==> src/cmas_pkg.sv <==
// Shared constants, types and helpers for the centered moving average path smoother.
// Used by cmas_div and centered_moving_average_path_smoother_unit; no dependencies.
package cmas_pkg;

	// Path point shape and window limits.
	localparam int MAX_HALF    = 16;
	localparam int FIELD_COUNT = 10;
	localparam int DATA_W      = 32;
	localparam int HW_W        = 5;
	localparam int HW_RESET    = 5;

	// Ring of the last 2*MAX_HALF+1 points, one field per memory word.
	localparam int RING_DEPTH = 2 * MAX_HALF + 1;
	localparam int RAM_DEPTH  = RING_DEPTH * FIELD_COUNT;
	localparam int ADDR_W     = $clog2(RAM_DEPTH);
	localparam int SLOT_W     = $clog2(RING_DEPTH);
	localparam int CNT_W      = $clog2(RING_DEPTH + 1);
	localparam int K_W        = $clog2(MAX_HALF + 1);
	localparam int FIELD_W    = (FIELD_COUNT > 1) ? $clog2(FIELD_COUNT) : 1;

	// Window sum and the iterative divider that turns it into a mean.
	localparam int SUM_W          = DATA_W + CNT_W;
	localparam int DIV_RADIX_BITS = 4;
	localparam int DIV_W          = ((SUM_W + DIV_RADIX_BITS - 1) / DIV_RADIX_BITS)
		* DIV_RADIX_BITS;
	localparam int DIV_CYCLES     = DIV_W / DIV_RADIX_BITS;
	localparam int DIV_CNT_W      = (DIV_CYCLES > 1) ? $clog2(DIV_CYCLES) : 1;
	localparam int REM_W          = CNT_W + 1;

	// Configuration port.
	localparam int PADDR_W   = 3;
	localparam int REG_IDX_W = PADDR_W - 2;
	localparam logic [REG_IDX_W-1:0] REG_HALF_WINDOW = REG_IDX_W'(0);

	typedef logic signed [DATA_W-1:0] word_t;
	typedef logic [SLOT_W:0] slot_ext_t;

	// Sequencer states.
	typedef enum logic [2:0] {
		ST_IDLE,
		ST_WRITE,
		ST_DECIDE,
		ST_SUM,
		ST_DIV,
		ST_OUT
	} ctl_state_t;

	// Divider request and response.
	typedef struct packed {
		logic                    start;
		logic signed [SUM_W-1:0] dividend;
		logic [CNT_W-1:0]        divisor;
	} div_cmd_t;

	typedef struct packed {
		logic  done;
		word_t quotient;
	} div_rsp_t;

	// Memory word address of one field of one ring slot.
	function automatic logic [ADDR_W-1:0] ram_addr(input logic [SLOT_W-1:0] slot,
		input logic [FIELD_W-1:0] field);
		return ADDR_W'(slot) * ADDR_W'(FIELD_COUNT) + ADDR_W'(field);
	endfunction

endpackage

==> src/cmas_div.sv <==
// Iterative signed divider: window sum over a small odd count, truncated toward zero.
// Depends on cmas_pkg.
module cmas_div (
	input  logic              clk,
	input  logic              arst_n,
	input  cmas_pkg::div_cmd_t cmd,
	output cmas_pkg::div_rsp_t rsp
);

	logic                             busy_q;
	logic                             done_q;
	logic [cmas_pkg::DIV_CNT_W-1:0]   step_q;
	logic [cmas_pkg::DIV_W-1:0]       q_q;
	logic [cmas_pkg::REM_W-1:0]       r_q;
	logic [cmas_pkg::CNT_W-1:0]       divisor_q;
	logic                             neg_q;
	logic [cmas_pkg::SUM_W-1:0]       mag;
	logic [cmas_pkg::DIV_W-1:0]       q_n;
	logic [cmas_pkg::REM_W-1:0]       r_n;
	logic                             last_step;

	// Magnitude of the dividend; the sign is put back on the quotient.
	always_comb begin
		if (cmd.dividend[cmas_pkg::SUM_W-1]) begin
			mag = cmas_pkg::SUM_W'(-cmd.dividend);
		end else begin
			mag = cmas_pkg::SUM_W'(cmd.dividend);
		end
	end

	// Several restoring steps per cycle; the remainder stays narrow.
	always_comb begin
		q_n = q_q;
		r_n = r_q;
		for (int i = 0; i < cmas_pkg::DIV_RADIX_BITS; i++) begin
			r_n = {r_n[cmas_pkg::REM_W-2:0], q_n[cmas_pkg::DIV_W-1]};
			q_n = {q_n[cmas_pkg::DIV_W-2:0], 1'b0};
			if (r_n >= cmas_pkg::REM_W'(divisor_q)) begin
				r_n    = r_n - cmas_pkg::REM_W'(divisor_q);
				q_n[0] = 1'b1;
			end
		end
	end

	assign last_step = (step_q == cmas_pkg::DIV_CNT_W'(cmas_pkg::DIV_CYCLES - 1));

	// Control: busy while the steps run, then a one-cycle done.
	always_ff @(posedge clk or negedge arst_n) begin
		if (!arst_n) begin
			busy_q <= 1'b0;
			done_q <= 1'b0;
			step_q <= '0;
		end else begin
			done_q <= busy_q && last_step;
			if (cmd.start) begin
				busy_q <= 1'b1;
				step_q <= '0;
			end else if (busy_q) begin
				step_q <= step_q + 1'b1;
				if (last_step) begin
					busy_q <= 1'b0;
				end
			end
		end
	end

	// Datapath registers.
	always_ff @(posedge clk) begin
		if (cmd.start) begin
			q_q       <= cmas_pkg::DIV_W'(mag);
			r_q       <= '0;
			neg_q     <= cmd.dividend[cmas_pkg::SUM_W-1];
			divisor_q <= cmd.divisor;
		end else if (busy_q) begin
			q_q <= q_n;
			r_q <= r_n;
		end
	end

	assign rsp.done     = done_q;
	assign rsp.quotient = neg_q ? cmas_pkg::word_t'(-q_q[cmas_pkg::DATA_W-1:0])
		: cmas_pkg::word_t'(q_q[cmas_pkg::DATA_W-1:0]);

endmodule

==> config.mk <==
export PLATFORM = sky130hd
export DESIGN_NAME = cmas_div
export DESIGN_NICKNAME = d
export VERILOG_FILES = /design/src/cmas_pkg.sv /design/src/cmas_div.sv
export SDC_FILE = /design/constraint.sdc
export NUM_CORES = 1
export LEC_CHECK = 0
export ABC_CLOCK_PERIOD_IN_PS = 12800
export BUFFER_PORTS_ARGS = -buffer_cell sky130_fd_sc_hd__buf_2
export CORE_MARGIN = 3
export CORE_UTILIZATION = 60
export DETAILED_ROUTE_END_ITERATION = 12
export HOLD_SLACK_MARGIN = 0.15
export PLACE_DENSITY = 0.84
export SLEW_MARGIN = 10
export SYNTH_ARGS = -nofsm -noshare
export SYNTH_HDL_FRONTEND = slang
export SYNTH_SLANG_ARGS = --single-unit
==> constraint.sdc <==
create_clock -name clk -period 12.8 [get_ports clk]
set_input_delay 2.56 -clock clk [delete_from_list [all_inputs] [get_ports clk]]
set_output_delay 2.56 -clock clk [all_outputs]
set_load 0.005 [all_outputs]
==> results.sh, run 1 <==
export IMPL_dp_slack_ps=4200
export IMPL_yosys_area_top_type_share_pct=27.0
export IMPL_max_freq_mhz=114
export IMPL_synth_commonest_cells="nor2_1 (56), a21oi_1 (51), edfxtp_1 (45)"
export IMPL_yosys_area_top_type="edfxtp_1"
export IMPL_p_clk_share_pct=10.8
export IMPL_cp_num_buf_inv=4
export IMPL_cts_setup_buffers=0
export IMPL_grt_pass1_wl_um=20700
export IMPL_cts_tree="yes"
export IMPL_maxSlewViolCount=0
export IMPL_grt_usage_pct=26.7
export IMPL_die_x_um=97.4
export IMPL_ant_nets=0
export IMPL_hold_class="register to register"
export IMPL_critPathCaptureType="register"
export IMPL_die_h_um=97.4
export IMPL_sequentialPowerShare_pct=17.0
export IMPL_dp_hpwl_um=9650
export IMPL_swShare_pct=48.5
export IMPL_fin_setup_tns_ps=0
export IMPL_rsz0062_at_grt="false"
export IMPL_finClkSkew_ps=15.0
export IMPL_cp_max_fo=11
export IMPL_power_mw=1.79
export IMPL_power_density_nw_per_um2=315
export IMPL_p_leak_nw=2.35
export IMPL_cp_data_required_time_ps=13030
export IMPL_cts_resized=0
export IMPL_synth_edff_count=45
export IMPL_cp_slowest_stage_delay_ps=520
export IMPL_synth_seq_cells=59
export IMPL_io_buffers=79
export IMPL_max_slew_margin_pct=32.6
export IMPL_start_util_pct=63.2
export IMPL_dieArea_um2=9490
export IMPL_overflow=0
export IMPL_fp_row_count=32
export IMPL_drt_iter0_drc=414
export IMPL_drc=0
export IMPL_maxCapViolations=0
export IMPL_clock_latency_ps=350
export IMPL_cp_slowest_cell="a311o_1"
export IMPL_wirelength_um=12800
export IMPL_tightest_slew_ps=1010
export IMPL_io_pins=80
export IMPL_p_switching_mw=0.868
export IMPL_intPower_mw=0.920
export IMPL_peakVddDrop_mv=0.251
export IMPL_synth_cell_area_um2=5010
export IMPL_antenna_found_initial=0
export IMPL_synth_top_flop_cell="edfxtp_1"
export IMPL_status="complete, no violations"
export IMPL_worst_slack_ps=3990
export IMPL_grt_pass1_vias=4231
export IMPL_cp_data_arrival_time_ps=9040
export IMPL_drive_gt1_share_pct=18.0
export IMPL_cts_root_buffer_cell="clkbuf_8"
export IMPL_hold_viol=0
export IMPL_grt_max_degree=96
export IMPL_cp_top_family="compound AO/OA/AOI/OAI gates"
export IMPL_setup_viol=0
export IMPL_coreArea_um2=7930
export IMPL_num_vias=4564
export IMPL_synth_seq_area_share_pct=33.2
export IMPL_start_kind="register"
export IMPL_cts_num_sinks=59
export IMPL_period_minus_slack_ps=8810
export IMPL_critPathKind="register to register"
export IMPL_timing_final_crit_share_pct=68.8
export IMPL_yosysMostFrequentCell="nor2_1"
export IMPL_routed_wire_length_per_instance_um=17.4
export IMPL_hold_buffers=0
export IMPL_viasPerCell=6.22
export IMPL_layout_nets=706
export IMPL_ys_top_cells_by_area="edfxtp_1 (27%), ha_1 (7.0%), xor2_1 (6.8%)"
export IMPL_clkTransAtPathRegs_ps=80
export IMPL_power_frac_comb_pct=72.2
export IMPL_ys_types=63
export IMPL_syn_avg_cell_area_um2=9.00
export IMPL_synth_warnings=0
export IMPL_dr_pass1_iters=5
export IMPL_syn_nets=636
export IMPL_diodes=0
export IMPL_synthCells=557
export IMPL_gp_congestion=0.949
export IMPL_clock_path_buffers=2
export IMPL_async_flop_share_pct=10.2
export IMPL_area_delta_synth_final_pct=13.2
export IMPL_h_tree_depth=3
export IMPL_numCtsBuffers=9
worst reg2reg max path: cells and delay by family, from the launching register on:
kind            cells  cell delay, ps
mux                 1             380
flops               1             510
fa+ha+maj           4            1090
buf+inv             4             540
simple gates        6            1530
compound gates     15            4650
final timing paths:
check	start	end	slack, ps	depth (start not counted)
max	divisor_q[1]	r_q[0]	3990	30
min in group asynchronous	arst_n	step_q[0]	2030	1
min reg2reg	q_q[35]	q_q[39]	490	2
min	q_q[35]	q_q[39]	490	2
max reg2reg	divisor_q[1]	r_q[0]	3990	30
max in group asynchronous	arst_n	step_q[3]	10630	1
per-layer routing:
| layer | global-route usage [%] | vias up | part of all wire (%) |
|---|---|---|---|
| li1 | - | 2198 | - |
| met1 | 37.8 | 2116 | 45 |
| met2 | 41.1 | 215 | 45 |
| met3 | 5.74 | 35 | 8.0 |
| met4 | 8.09 | 0 | 2.5 |
| met5 | 0 | - | 0 |
stage by stage:
step	area [um2]	hold slack [ps]	std cells	util, %
after detailed placement	5460	493	718	68.9
after global routing	5680	536	734	71.6
after floorplan	5010	457	557	-
final	5680	493	734	71.6
after CTS	5680	513	734	71.6
after global placement	5460	465	718	68.9
state kept, by name, summed over array words and instances (netlist names):
signal     count
busy_q         1
divisor_q      6
done_q         1
neg_q          1
q_q           40
r_q            6
step_q         4
cell families after synthesis:
family,share of synthesized area [%]
muxes,2.70
AOI/OAI and AO/OA,19.7
xor gates and xnor gates,13.5
buffers and inverters,4.12
DFF,33.2
and+or+nand+nor,18.2
adders and majority gates,8.59
power by group through the flow:
| stage | logic (mW) | clock network [mW] | registers (mW) |
|---|---|---|---|
| 2_1_floorplan | 0.985 | 0 | 0.288 |
| 3_3_place_gp | 1.21 | 0 | 0.303 |
| 3_5_place_dp | 1.26 | 0 | 0.306 |
| 4_1_cts | 1.27 | 0.193 | 0.302 |
| 5_1_grt | 1.43 | 0.201 | 0.308 |
| 6_report | 1.29 | 0.192 | 0.304 |
layout make-up:
type | count | area (um2)
clock buffer | 9 | 124
fill | 608 | 2250
tap | 102 | 128
inverter | 31 | 116
sequential | 59 | 1660
timing repair buffer | 81 | 410
multi-input combinational | 445 | 3140
clock inverter | 7 | 91.3
cells in the final DEF (no fill, tap or decap), types with 13 or more instances in the layout:
| cell type | synthesis | final |
|---|---|---|
| ha_1 | 28 | 28 |
| xnor2_1 | 38 | 38 |
| o31ai_1 | 25 | 25 |
| xor2_1 | 39 | 39 |
| or4_1 | 13 | 13 |
| nor2_1 | 56 | 56 |
| inv_1 | 31 | 31 |
| a21oi_1 | 51 | 51 |
| o21ai_0 | 31 | 31 |
| buf_2 | 0 | 79 |
| edfxtp_1 | 45 | 45 |
| nand2_1 | 31 | 31 |
Power figures use the tool's default switching activity.
==> run 2, diff against run 1 <==
ABC_AREA = 1   (was unset)
ABC_CLOCK_PERIOD_IN_PS = 7800   (was 12800)
CORE_UTILIZATION = 53   (was 60)
PLACE_DENSITY = 0.78   (was 0.84)
clock period = 7.8 ns   (was 12.8 ns; I/O delays follow)
==> results.sh, run 2 <==
export IMPL_top_regs="q_q (40), divisor_q (6), r_q (6)"
export IMPL_grt_pass1_wl_um=22300
export IMPL_cts_tree="yes"
export IMPL_critPathCaptureType="register"
export IMPL_status="complete, no violations"
export IMPL_maxSlewViolCount=0
export IMPL_synth_warnings=0
export IMPL_start_util_pct=56.1
export IMPL_cp_top_family="compound AO/OA/AOI/OAI gates"
export IMPL_grt_max_degree=68
export IMPL_largest_register="q_q"
export IMPL_period_minus_slack_ps=6820
export IMPL_die_x_um=106
export IMPL_cp_data_arrival_time_ps=7060
export IMPL_synth_top_family_by_area="simple AND/OR/NAND/NOR gates"
export IMPL_critPathKind="register to register"
export IMPL_dp_slack_ps=1060
export IMPL_syn_nets=803
export IMPL_synth_commonest_cells="nand2_1 (165), inv_1 (100), o21ai_0 (62)"
export IMPL_grt_usage_pct=24.5
export IMPL_hold_class="register to register"
export IMPL_routed_wire_length_per_instance_um=14.5
export IMPL_overflow=0
export IMPL_numCtsBuffers=9
export IMPL_drive_gt1_share_pct=14.8
export IMPL_dr_pass1_iters=7
export IMPL_start_kind="register"
export IMPL_gp_congestion=0.972
export IMPL_clock_path_buffers=2
export IMPL_area_delta_synth_final_pct=12.4
export IMPL_layout_nets=876
export IMPL_maxCapViolations=0
export IMPL_max_freq_mhz=147
export IMPL_synth_seq_cells=59
export IMPL_drt_iter0_drc=274
export IMPL_viasPerCell=5.49
export IMPL_yosys_area_top_type="edfxtp_1"
export IMPL_layout_commonest_cell="nand2_1"
export IMPL_clock_latency_ps=340
export IMPL_yosysMostFrequentCell="nand2_1"
export IMPL_synth_adder_area_share_pct=8.08
export IMPL_path_common_cell="nand2_1"
export IMPL_hold_buffers=0
export IMPL_largest_register_ffs=40
export IMPL_tightest_slew_ps=658
export IMPL_finClkSkew_ps=8.62
export IMPL_rsz0062_at_grt="false"
export IMPL_timing_final_crit_share_pct=87.5
export IMPL_syn_avg_cell_area_um2=7.36
export IMPL_max_slew_margin_pct=56.1
export IMPL_diodes=0
export IMPL_hold_viol=0
export IMPL_dieArea_um2=11300
export IMPL_drc=0
export IMPL_cp_data_required_time_ps=8030
export IMPL_yosys_area_top_type_share_pct=25.4
export IMPL_dp_hpwl_um=10600
export IMPL_io_pins=80
export IMPL_cp_num_buf_inv=6
export IMPL_cts_resized=0
export IMPL_layout_common_cells="nand2_1 (165), inv_1 (100), buf_2 (79)"
export IMPL_h_tree_depth=3
export IMPL_synth_edff_count=45
export IMPL_dr_wl_met3_um=902
export IMPL_highest_layer="met4"
export IMPL_clkTransAtPathRegs_ps=60
export IMPL_worst_slack_ps=978
export IMPL_num_vias=5110
export IMPL_grt_pass1_vias=4861
export IMPL_ant_nets=0
export IMPL_cp_slowest_cell="edfxtp_1"
export IMPL_cts_root_buffer_cell="clkbuf_8"
export IMPL_synthCells=724
export IMPL_dr_wl_met2_um=6590
export IMPL_synth_seq_area_share_pct=31.2
export IMPL_synth_top_flop_cell="edfxtp_1"
export IMPL_ys_types=43
export IMPL_coreArea_um2=9500
export IMPL_die_h_um=106
export IMPL_io_buffers=79
export IMPL_fin_setup_tns_ps=0
export IMPL_wirelength_um=13500
export IMPL_cp_slowest_stage_delay_ps=500
export IMPL_synth_compound_area_share_pct=12.3
export IMPL_final_util_pct=63.0
export IMPL_cp_max_fo=12
export IMPL_antenna_found_initial=0
export IMPL_fp_row_count=35
export IMPL_async_flop_share_pct=10.2
export IMPL_synth_area_mux_share_pct=0
export IMPL_cts_num_sinks=59
export IMPL_ys_top_cells_by_area="edfxtp_1 (25%), nand2_1 (12%), xor2_1 (9.0%)"
export IMPL_synth_cell_area_um2=5330
export IMPL_synth_xor_area_share_pct=12.0
export IMPL_wl_met1_um=5670
export IMPL_cts_setup_buffers=0
export IMPL_setup_viol=0
export IMPL_synthSimpleGateAreaFrac_pct=27.5
## run 2: cell count changes after synthesis, moves of 22 or more
cell,change
inv_1,+69
nand2_1,+134
nand3_1,+29
o21ai_0,+31
a21oi_1,-24
o31ai_1,-22
## run 2: final cells by class
cell class / count / area (um2)
Clock inverter: 6 / 56.3
Sequential cell: 59 / 1660
Inverter: 103 / 387
Multi-Input combinational cell: 543 / 3190
Fill cell: 882 / 3510
Clock buffer: 10 / 128
Tap cell: 129 / 161
Timing Repair Buffer: 81 / 410
## run 2: path summary, 6_finish.rpt
kind                               from        end  depth (start not counted)  slack (ps)
max reg2reg                divisor_q[1]     r_q[3]                         40         980
min reg2reg                     q_q[34]    q_q[38]                          2         460
min in group asynchronous        arst_n  step_q[3]                          1        1030
max                        divisor_q[1]     r_q[3]                         40         980
max in group asynchronous        arst_n     done_q                          1        6630
min                             q_q[34]    q_q[38]                          2         460
## run 2: stage by stage
step                cell area, um2  hold WS, ps  cells
finish                        5990          455    931
global route                  5990          508    931
CTS                           5990          463    931
detailed placement            5810          441    915
global placement              5810          434    915
floorplan                     5330          422    724
## run 2: kinds of logic after synthesis
family	count (synthesis)
AOI/OAI and AO/OA	118
xor gates and xnor gates	73
adders and majority gates	32
buffers and inverters	122
DFF	59
and+or+nand+nor	320
## run 2: tightest hold or removal path: stages (launching register included)
cell      delay (ps)
edfxtp_1         320
nand2_1           50
o21ai_0           50
## run 2: layer usage
| layer | global-route usage (%) | up-vias |
|---|---|---|
| li1 | - | 2531 |
| met1 | 31.4 | 2332 |
| met2 | 41.9 | 208 |
| met3 | 3.16 | 39 |
| met4 | 9.34 | 0 |
| met5 | 0 | - |
Power of run 2 is not shown: default switching activity piles up to over one toggle a cycle in this logic, so the estimate is an artifact.
